--- src/design/variable_partition_allocator_unit_assert.svh ---
// assertion macros shared by the allocator modules
`ifndef VARIABLE_PARTITION_ALLOCATOR_UNIT_ASSERT_SVH
`define VARIABLE_PARTITION_ALLOCATOR_UNIT_ASSERT_SVH
// implication checked on every edge outside reset
`define VPA_ASSERT_IMP(label, a, c, msg) \
  label: assert property (@(posedge clk) disable iff (rst) (a) |-> (c)) else $error(msg);
// next-cycle implication
`define VPA_ASSERT_NXT(label, a, c, msg) \
  label: assert property (@(posedge clk) disable iff (rst) (a) |=> (c)) else $error(msg);
`endif

--- src/design/vpa_pkg.sv ---
// ----------------------------------------------------------------------------
// vpa_pkg
// shared types and codes of the variable partition allocator
// ----------------------------------------------------------------------------
`timescale 1ns / 1ps
package vpa_pkg;
  // width of addresses and sizes kept in the segment table
  localparam int ADDR_BITS = 16;

  localparam logic [1:0] REQ_ALLOC = 2'd0;
  localparam logic [1:0] REQ_FREE  = 2'd1;
  localparam logic [1:0] REQ_CLEAR = 2'd2;

  localparam logic [1:0] ST_OK       = 2'd0;
  localparam logic [1:0] ST_NO_FIT   = 2'd1;
  localparam logic [1:0] ST_FULL     = 2'd2;
  localparam logic [1:0] ST_NO_OWNER = 2'd3;

  localparam logic [1:0] POL_FIRST = 2'd0;
  localparam logic [1:0] POL_BEST  = 2'd1;
  localparam logic [1:0] POL_WORST = 2'd2;

  localparam logic CFG_TOTAL  = 1'b0;
  localparam logic CFG_POLICY = 1'b1;

  typedef struct packed {
    logic [1:0]  req_type;
    logic [9:0]  owner_id;
    logic [15:0] request_size;
  } req_t;

  typedef struct packed {
    logic [1:0]  status;
    logic [15:0] grant_start;
    logic [15:0] used_memory;
  } rsp_t;

  // controller to datapath
  typedef struct packed {
    logic clear;      // rebuild table
    logic latch;      // capture request
    logic scan_init;  // reset scan pointer
    logic scan_step;  // evaluate entry at read data, advance
    logic read_pick;  // issue read of chosen entry
    logic commit;     // write chosen entry, maybe start shift
    logic shift_step; // move one entry up
    logic insert;     // write remainder entry
    logic release_e;  // mark found entry free
    logic respond;    // emit result
  } ctl_t;

  // datapath to controller
  typedef struct packed {
    logic scan_done;
    logic found;
    logic split;
    logic full;
    logic shift_done;
  } sts_t;
endpackage

--- src/design/vpa_ctrl.sv ---
// ----------------------------------------------------------------------------
// vpa_ctrl
// request sequencer of the allocator
// ----------------------------------------------------------------------------
`timescale 1ns / 1ps
module vpa_ctrl (
  input  logic          clk,
  input  logic          rst,
  input  logic          start,
  input  logic [1:0]    kind,
  input  vpa_pkg::sts_t sts,
  output logic          busy,
  output vpa_pkg::ctl_t ctl
);
  import vpa_pkg::*;

  typedef enum logic [6:0] {
    S_IDLE  = 7'b0000001,
    S_SINIT = 7'b0000010,
    S_SCAN  = 7'b0000100,
    S_PICK  = 7'b0001000,
    S_DEC   = 7'b0010000,
    S_SHIFT = 7'b0100000,
    S_RESP  = 7'b1000000
  } state_t;

  state_t state, state_next;
  logic [1:0] kind_r;

  always_ff @(posedge clk) begin
    if (rst) begin
      state <= S_IDLE;
      kind_r <= REQ_ALLOC;
    end else begin
      state <= state_next;
      if (state == S_IDLE && start) kind_r <= kind;
    end
  end

  assign busy = (state != S_IDLE);

  always_comb begin
    ctl = '0;
    state_next = state;
    case (state)
      S_IDLE: begin
        if (start) begin
          ctl.latch = 1'b1;
          if (kind == REQ_ALLOC || kind == REQ_FREE) state_next = S_SINIT;
          else begin
            if (kind == REQ_CLEAR) ctl.clear = 1'b1;
            state_next = S_RESP;
          end
        end
      end
      S_SINIT: begin
        ctl.scan_init = 1'b1;
        state_next = S_SCAN;
      end
      S_SCAN: begin
        if (sts.scan_done) state_next = S_PICK;
        else ctl.scan_step = 1'b1;
      end
      S_PICK: begin
        if (!sts.found) state_next = S_RESP;
        else if (kind_r == REQ_FREE) begin
          ctl.release_e = 1'b1;
          state_next = S_RESP;
        end else begin
          ctl.read_pick = 1'b1;
          state_next = S_DEC;
        end
      end
      S_DEC: begin
        if (sts.split && sts.full) state_next = S_RESP;
        else begin
          ctl.commit = 1'b1;
          state_next = sts.split ? S_SHIFT : S_RESP;
        end
      end
      S_SHIFT: begin
        if (sts.shift_done) begin
          ctl.insert = 1'b1;
          state_next = S_RESP;
        end else ctl.shift_step = 1'b1;
      end
      S_RESP: begin
        ctl.respond = 1'b1;
        state_next = S_IDLE;
      end
      default: state_next = S_IDLE;
    endcase
  end

  `include "variable_partition_allocator_unit_assert.svh"
  `VPA_ASSERT_NXT(a_resp_idle, state == S_RESP, state == S_IDLE, "resp not followed by idle")
  `VPA_ASSERT_IMP(a_one_write, 1'b1, $countones({ctl.commit, ctl.shift_step, ctl.insert,
    ctl.release_e, ctl.clear}) <= 1, "several table writes at once")
  `VPA_ASSERT_NXT(a_start_busy, start && !busy, busy, "accepted request left idle")
endmodule

--- src/design/vpa_datapath.sv ---
// ----------------------------------------------------------------------------
// vpa_datapath
// segment table memories, scan and shift logic
// ----------------------------------------------------------------------------
`timescale 1ns / 1ps
module vpa_datapath #(
  parameter int MAX_SEGMENTS = 32
) (
  input  logic          clk,
  input  logic          rst,
  input  vpa_pkg::ctl_t ctl,
  input  vpa_pkg::req_t req,
  input  logic [15:0]   total_memory,
  input  logic [1:0]    fit_policy,
  output vpa_pkg::sts_t sts,
  output vpa_pkg::rsp_t rsp
);
  import vpa_pkg::*;

  localparam int IW = $clog2(MAX_SEGMENTS);
  localparam int CW = $clog2(MAX_SEGMENTS + 1);

  typedef struct packed {
    logic [ADDR_BITS-1:0] start;
    logic [ADDR_BITS-1:0] size;
    logic                 free;
    logic [9:0]           owner;
  } ent_t;

  // entry 0 is held in registers so that clear only rewrites it, the segment count and the used total
  ent_t mem [MAX_SEGMENTS];
  ent_t rd_data;
  ent_t e0;

  logic [CW-1:0] seg_count;
  logic [ADDR_BITS-1:0] used_total;
  req_t r;
  logic [ADDR_BITS-1:0] need;
  logic [CW-1:0] ptr;        // scan / shift pointer
  logic          rd_valid;
  logic [IW-1:0] rd_idx;
  logic          found;
  logic          scanned;    // request went through a table scan
  logic          committed;  // chosen entry was written
  logic [IW-1:0] pick;
  logic [ADDR_BITS-1:0] pick_size;
  ent_t pick_e;
  logic [1:0]    status;
  logic [ADDR_BITS-1:0] grant;
  logic [ADDR_BITS-1:0] rest;

  logic [IW-1:0] rd_addr;
  logic          wr_en;
  logic [IW-1:0] wr_addr;
  ent_t          wr_data;
  ent_t          cur;
  logic          cand;
  logic          better;

  assign need = r.request_size[ADDR_BITS-1:0];
  assign cur  = (rd_idx == '0) ? e0 : rd_data;
  assign rest = pick_e.size - need;

  always_comb begin
    cand = 1'b0;
    if (r.req_type == REQ_FREE) cand = !cur.free && cur.owner == r.owner_id;
    else cand = cur.free && cur.size >= need;
    better = 1'b0;
    if (!found) better = cand;
    else if (r.req_type == REQ_ALLOC && fit_policy == POL_BEST) better = cand && cur.size < pick_size;
    else if (r.req_type == REQ_ALLOC && fit_policy == POL_WORST) better = cand && cur.size > pick_size;
  end

  always_comb begin
    rd_addr = ptr[IW-1:0];
    if (ctl.read_pick) rd_addr = pick;
    else if (ctl.shift_step) rd_addr = IW'(ptr - CW'(1));
    wr_en = 1'b0;
    wr_addr = pick;
    wr_data = pick_e;
    if (ctl.commit) begin
      wr_en = 1'b1;
      wr_data.size = need;
      wr_data.free = 1'b0;
      wr_data.owner = r.owner_id;
    end else if (ctl.release_e) begin
      // found entry was captured in pick_e
      wr_en = 1'b1;
      wr_data.free = 1'b1;
      wr_data.owner = '0;
    end else if (ctl.insert) begin
      wr_en = 1'b1;
      wr_addr = IW'(pick + IW'(1));
      wr_data.start = pick_e.start + need;
      wr_data.size = rest;
      wr_data.free = 1'b1;
      wr_data.owner = '0;
    end else if (ctl.shift_step && rd_valid) begin
      // rd_data holds entry ptr-1 read last cycle, write it at ptr
      wr_en = 1'b1;
      wr_addr = IW'(ptr);
      wr_data = rd_data;
    end
  end

  always_ff @(posedge clk) begin
    if (wr_en && wr_addr != '0) mem[wr_addr] <= wr_data;
    rd_data <= mem[rd_addr];
  end

  always_ff @(posedge clk) begin
    if (rst) begin
      seg_count <= CW'(1);
      used_total <= '0;
      e0 <= '{start: '0, size: ADDR_BITS'(16'hFFFF), free: 1'b1, owner: '0};
      ptr <= '0;
      rd_valid <= 1'b0;
      rd_idx <= '0;
      found <= 1'b0;
      scanned <= 1'b0;
      committed <= 1'b0;
      grant <= '0;
    end else begin
      if (ctl.latch) begin
        r <= req;
        grant <= '0;
        scanned <= 1'b0;
        committed <= 1'b0;
      end
      if (ctl.clear) begin
        seg_count <= CW'(1);
        used_total <= '0;
        e0 <= '{start: '0, size: total_memory[ADDR_BITS-1:0], free: 1'b1, owner: '0};
      end
      if (wr_en && wr_addr == '0) e0 <= wr_data;
      if (ctl.scan_init) begin
        ptr <= CW'(1);
        rd_idx <= '0;
        rd_valid <= 1'b1;
        found <= 1'b0;
        scanned <= 1'b1;
      end
      if (ctl.scan_step) begin
        if (better) begin
          found <= 1'b1;
          pick <= rd_idx;
          pick_size <= cur.size;
          pick_e <= cur;
        end
        rd_idx <= ptr[IW-1:0];
        rd_valid <= (ptr < seg_count);
        ptr <= ptr + CW'(1);
      end
      if (ctl.release_e) used_total <= used_total - pick_e.size;
      if (ctl.read_pick) ptr <= seg_count;
      if (ctl.commit) begin
        used_total <= used_total + need;
        grant <= pick_e.start;
        committed <= 1'b1;
        if (rest != '0) seg_count <= seg_count + CW'(1);
        rd_valid <= 1'b0;
      end
      if (ctl.shift_step) begin
        if (rd_valid) ptr <= ptr - CW'(1);
        rd_valid <= !rd_valid;
      end
    end
  end

  always_comb begin
    sts.scan_done  = !rd_valid || (found && r.req_type != REQ_ALLOC)
                     || (found && fit_policy != POL_BEST && fit_policy != POL_WORST);
    sts.found      = found;
    sts.split      = rest != '0;
    sts.full       = seg_count >= CW'(MAX_SEGMENTS);
    sts.shift_done = !rd_valid && (ptr <= CW'({1'b0, pick}) + CW'(1));
  end

  // an allocate that found a segment but wrote nothing hit the full table
  always_comb begin
    status = ST_OK;
    if (scanned && !found) status = (r.req_type == REQ_FREE) ? ST_NO_OWNER : ST_NO_FIT;
    else if (scanned && r.req_type == REQ_ALLOC && !committed) status = ST_FULL;
    rsp.status = status;
    rsp.grant_start = (status != ST_OK) ? 16'd0 : 16'(grant);
    rsp.used_memory = 16'(used_total);
  end

  `include "variable_partition_allocator_unit_assert.svh"
  `VPA_ASSERT_IMP(a_count, 1'b1, seg_count >= CW'(1) && seg_count <= CW'(MAX_SEGMENTS),
    "segment count out of range")
  `VPA_ASSERT_IMP(a_full_nocommit, ctl.commit, !(sts.split && sts.full), "split on full table")
  `VPA_ASSERT_NXT(a_clear_used, ctl.clear, used_total == '0, "clear left memory in use")
endmodule

--- src/design/variable_partition_allocator_unit.sv ---
// ----------------------------------------------------------------------------
// variable_partition_allocator_unit
// first / best / worst fit segment allocator with address-ordered table
// ----------------------------------------------------------------------------
//  channel   handshake           beat
//  request   start, busy         req (type, owner, size)
//  result    done strobe         rsp (status, grant, used)
//  config    cfg_valid/ready     cfg_index, cfg_data
//
//  allocate: scans the table, one table entry read per scan cycle, then picks,
//  decides and, on a split, moves the later entries up one by one before it responds
//  free: scans the table and releases the found entry; clear and unused codes respond directly
//  sync reset restores one free segment of 65535 units
//  results are a one-cycle done strobe; the receiver cannot stall
// ----------------------------------------------------------------------------
`timescale 1ns / 1ps
module variable_partition_allocator_unit #(
  parameter int MAX_SEGMENTS = 32
) (
  input  logic          clk,
  input  logic          rst,
  input  logic          start,
  output logic          busy,
  input  vpa_pkg::req_t req,
  output logic          done,
  output vpa_pkg::rsp_t rsp,
  input  logic          cfg_valid,
  output logic          cfg_ready,
  input  logic          cfg_index,
  input  logic [15:0]   cfg_data
);
  import vpa_pkg::*;

  logic [15:0] total_memory;
  logic [1:0]  fit_policy;
  ctl_t ctl;
  sts_t sts;

  // config registers, always writable
  assign cfg_ready = 1'b1;
  always_ff @(posedge clk) begin
    if (rst) begin
      total_memory <= 16'hFFFF;
      fit_policy <= POL_FIRST;
    end else if (cfg_valid) begin
      case (cfg_index)
        CFG_TOTAL:  total_memory <= cfg_data;
        CFG_POLICY: fit_policy <= cfg_data[1:0];
        default: ;
      endcase
    end
  end

  vpa_ctrl u_ctrl (
    .clk(clk), .rst(rst), .start(start), .kind(req.req_type),
    .sts(sts), .busy(busy), .ctl(ctl)
  );

  vpa_datapath #(.MAX_SEGMENTS(MAX_SEGMENTS)) u_dp (
    .clk(clk), .rst(rst), .ctl(ctl), .req(req), .total_memory(total_memory),
    .fit_policy(fit_policy), .sts(sts), .rsp(rsp)
  );

  // result strobe comes straight from the respond state
  assign done = ctl.respond;

  `include "variable_partition_allocator_unit_assert.svh"
  `VPA_ASSERT_IMP(a_done_busy, done, busy, "result while idle")
  `VPA_ASSERT_IMP(a_grant_zero, done && rsp.status != ST_OK, rsp.grant_start == 16'd0,
    "grant on failure")
  `VPA_ASSERT_NXT(a_done_once, done, !done, "result repeated")
endmodule

--- config.mk ---
export PLATFORM = sky130hd
export DESIGN_NAME = variable_partition_allocator_unit
export DESIGN_NICKNAME = d
export VERILOG_FILES = /design/src/design/vpa_pkg.sv /design/src/design/vpa_ctrl.sv /design/src/design/vpa_datapath.sv /design/src/design/variable_partition_allocator_unit.sv
export VERILOG_INCLUDE_DIRS = /design/src /design/src/design
export SDC_FILE = /design/constraint.sdc
export NUM_CORES = 2
export LEC_CHECK = 0
export CELL_PAD_IN_SITES_DETAIL_PLACEMENT = 1
export CELL_PAD_IN_SITES_GLOBAL_PLACEMENT = 2
export CORE_ASPECT_RATIO = 0.75
export CORE_MARGIN = 2
export CORE_UTILIZATION = 45
export DETAILED_ROUTE_END_ITERATION = 16
export DONT_BUFFER_PORTS = 1
export HOLD_SLACK_MARGIN = 0.05
export PLACE_DENSITY_LB_ADDON = 0.1
export SLEW_MARGIN = 15
export SYNTH_ARGS = -nofsm -noshare
export SYNTH_HDL_FRONTEND = slang
export SYNTH_SLANG_ARGS = --single-unit
--- constraint.sdc ---
create_clock -name clk -period 10.4 [get_ports clk]
set_input_delay 1.04 -clock clk [delete_from_list [all_inputs] [get_ports clk]]
set_output_delay 1.04 -clock clk [all_outputs]
set_load 0.005 [all_outputs]
==> metrics <==
GP Congestion 0.929; Crit Path Class flop to flop; ANT cells 0; core box area 152000 um^2; Reg2Reg Depth 14; total track usage 28.8%; vias in the first global route 45654; Cell Count Post-Placement 7232; CTS tree built; drt first-iter violations 5110; Gate power share 2.3%; Crit-path slowest cell nor2_4; CTS sink count 1618; crit path DAT 7.35 ns; CTS max path bufs 3; crit path capture u_dp.mem[20][40]; Fin. Hold Viols 0; Initial Util 45.3%; clock share of power 44.5%; setup_tns 0 ns; Clock Latency Late Sink 0.81 ns; initial antenna violation count 6; RR Startpoint u_dp.pick[0]; hold_buf cts 0; Switch Pwr 2800 uW; syn avg cell area 12.8 um^2; Fillers 15167; Distinct cells, synth 94; actual slew at the worst max-slew pin 1.31 ns; Overall Power 13200 uW; CP required 10.81 ns; first drt pass iteration count 5; first-pass GRT wire length 327000 um; CTS root buffer clkbuf_16; Die Wd 456 um; Reg area 46900 um^2; post-CTS setup buffer count 0; Sw Share 21.2%; Final Setup Violations 0; Critical Path Start Type flop; Resize count post-CTS 0; Worst Setup End Kind flop; worst-path cell chain ha_1, nand3_1, xor2_1, ha_1, and4_1, o21a_1, a211o_1, a21oi_1, a21oi_1, o21ai_0, or3_1, o2111ai_1, nor2_4, buf_4; Worst path depth 14; synthesized cell area 68900 um^2; Max Cap Viol 0; worst setup path start u_dp.pick[0]; Num CTS Buffers 163; Async S/R FF share, synth 0%; unrepaired setup endpoints after global routing no; most common cell after layout, fill and taps aside edfxtp_1; register area share after synthesis 68.1%; Vias 45785; Cell Rows 124; synth warn 0; r2r setup slk 3.46 ns; port bufs 0; final worst-path cycle share 66.7%; status completed; Pwr Density 171 nW/um^2; H-tree depth 4; synthesized flop and latch total 1618; most frequent cells in the layout 1452 x edfxtp_1, 1193 x nand2_1, 510 x nand3_1; Worst-path clk slew 0.06 ns; Hold WS 0.313 ns; CP top delay family compound AO/OA/AOI/OAI gates; share of cells above drive strength 1 9.77%; crit-path max cell delay 0.87 ns; drt drc 0; CP max FO 29; worst slack at placement 3.74 ns; post-synthesis cell count 5383; fin. max-slew vios 0; worst min path class input port to flop; relative slew slack 12.5%; RR Endpoint u_dp.mem[20][40]; Yosys top cell area share 63.2%; total grt overflow 0; CP bufs+invs 1; area delta synth->final 12.2%; fin crit period 6.94 ns; Non-Filler Instances 7534; largest net degree at the start of global routing 165; fin nets 5543; routed vias/inst 6.08; Post-synth EDFFs 1452; IO Count 86; ys flop type edfxtp_1; post-route ant nets 0; register share of total power 53.3%; Synth area leaders edfxtp_1 63%, nand2_1 6.5%, mux2i_1 5.1%, dfxtp_1 4.8%, nand3_1 3.7%; Die Area 156000 um^2; Routed wire per std cell 30.3 um; cell internal pwr 10400 uW; peak supply drop 0.177 mV; Max Clock Skew 0.0315 ns; Leak Pwr 0.0277 uW; setup slack after layout 3.46 ns; hpwl dp 131000 um; DIE HEIGHT 343 um; Yosys top cell by area edfxtp_1; f_max 0.144 GHz; final WL 228000 um; Multi-input gate area 21300 um^2
layout make-up:
type	count	area share, %
Sequential cell	1618	60.7
Multi-Input combinational cell	3401	27.5
Clock buffer	225	5.89
Tap cell	2016	3.26
Timing Repair Buffer	134	1.47
Clock inverter	76	0.905
Inverter	64	0.311
through the flow:
stage / cell area (um^2) / utilization, %
floorplan: 69100 / -
global placement: 72100 / 47.3
detailed placement: 72100 / 47.3
CTS: 77300 / 50.8
global route: 77300 / 50.8
finish: 77300 / 50.8
cells in the mapped netlist, drive strengths merged, types with 27 or more instances:
cell	count
a31oi	103
a311oi	93
ha	108
a32o	44
mux2	45
nor2	122
clkbuf	222
nor3	34
inv	64
dfxtp	166
xnor2	39
mux2i	349
nand2	1195
and3	100
edfxtp	1452
buf	119
a21o	27
a221oi	43
nand3	510
o21ai	66
a21oi	136
routing by layer:
metal	share of wire [%]	track usage, %
met4	2.1	7.28
met3	6.6	4.62
met1	48	43.7
met2	44	43.1
met5	0.0048	0
kinds of logic after synthesis:
| kind of cell | share of synthesized area (%) |
|---|---|
| other cells | 0.0109 |
| compound gates | 7.48 |
| buf+inv | 2.44 |
| mux | 5.80 |
| fa+ha+maj | 2.08 |
| simple gates | 13.3 |
| flops | 68.1 |
| xor+xnor | 0.813 |
sequential cells by signal, indices dropped and copies added (netlist names), 7 cells and up:
register         flops
u_dp.mem          1376
u_dp.e0             43
u_dp.r              12
u_dp.used_total     16
u_ctrl.state         7
u_dp.pick_size      16
total_memory        16
u_dp.need           16
u_dp.grant          16
u_dp.rd_data        43
u_dp.pick_e         27
how the worst min path moves through the flow:
stage,end,cells past startpoint,slack [ns],startpoint
4_1_cts,u_dp.ptr[5],1,0.26,rst
5_1_grt,u_ctrl.state[5],1,0.29,rst
3_3_place_gp,u_dp.pick[4],0,0.43,u_dp.rd_idx[4]
3_5_place_dp,u_dp.pick[2],0,0.44,u_dp.rd_idx[2]
6_report,u_ctrl.state[5],1,0.31,rst
2_1_floorplan,u_dp.pick[4],0,0.42,u_dp.rd_idx[4]
power by group through the flow:
stage / logic (uW) / clock network, uW / registers (uW)
after global placement: 292 / 0 / 7180
after detailed placement: 295 / 0 / 7180
after CTS: 297 / 5970 / 7040
after floorplan: 218 / 0 / 7160
final: 301 / 5880 / 7050
after global routing: 329 / 6220 / 7040
Note: power is estimated with default switching activity, not from simulation.
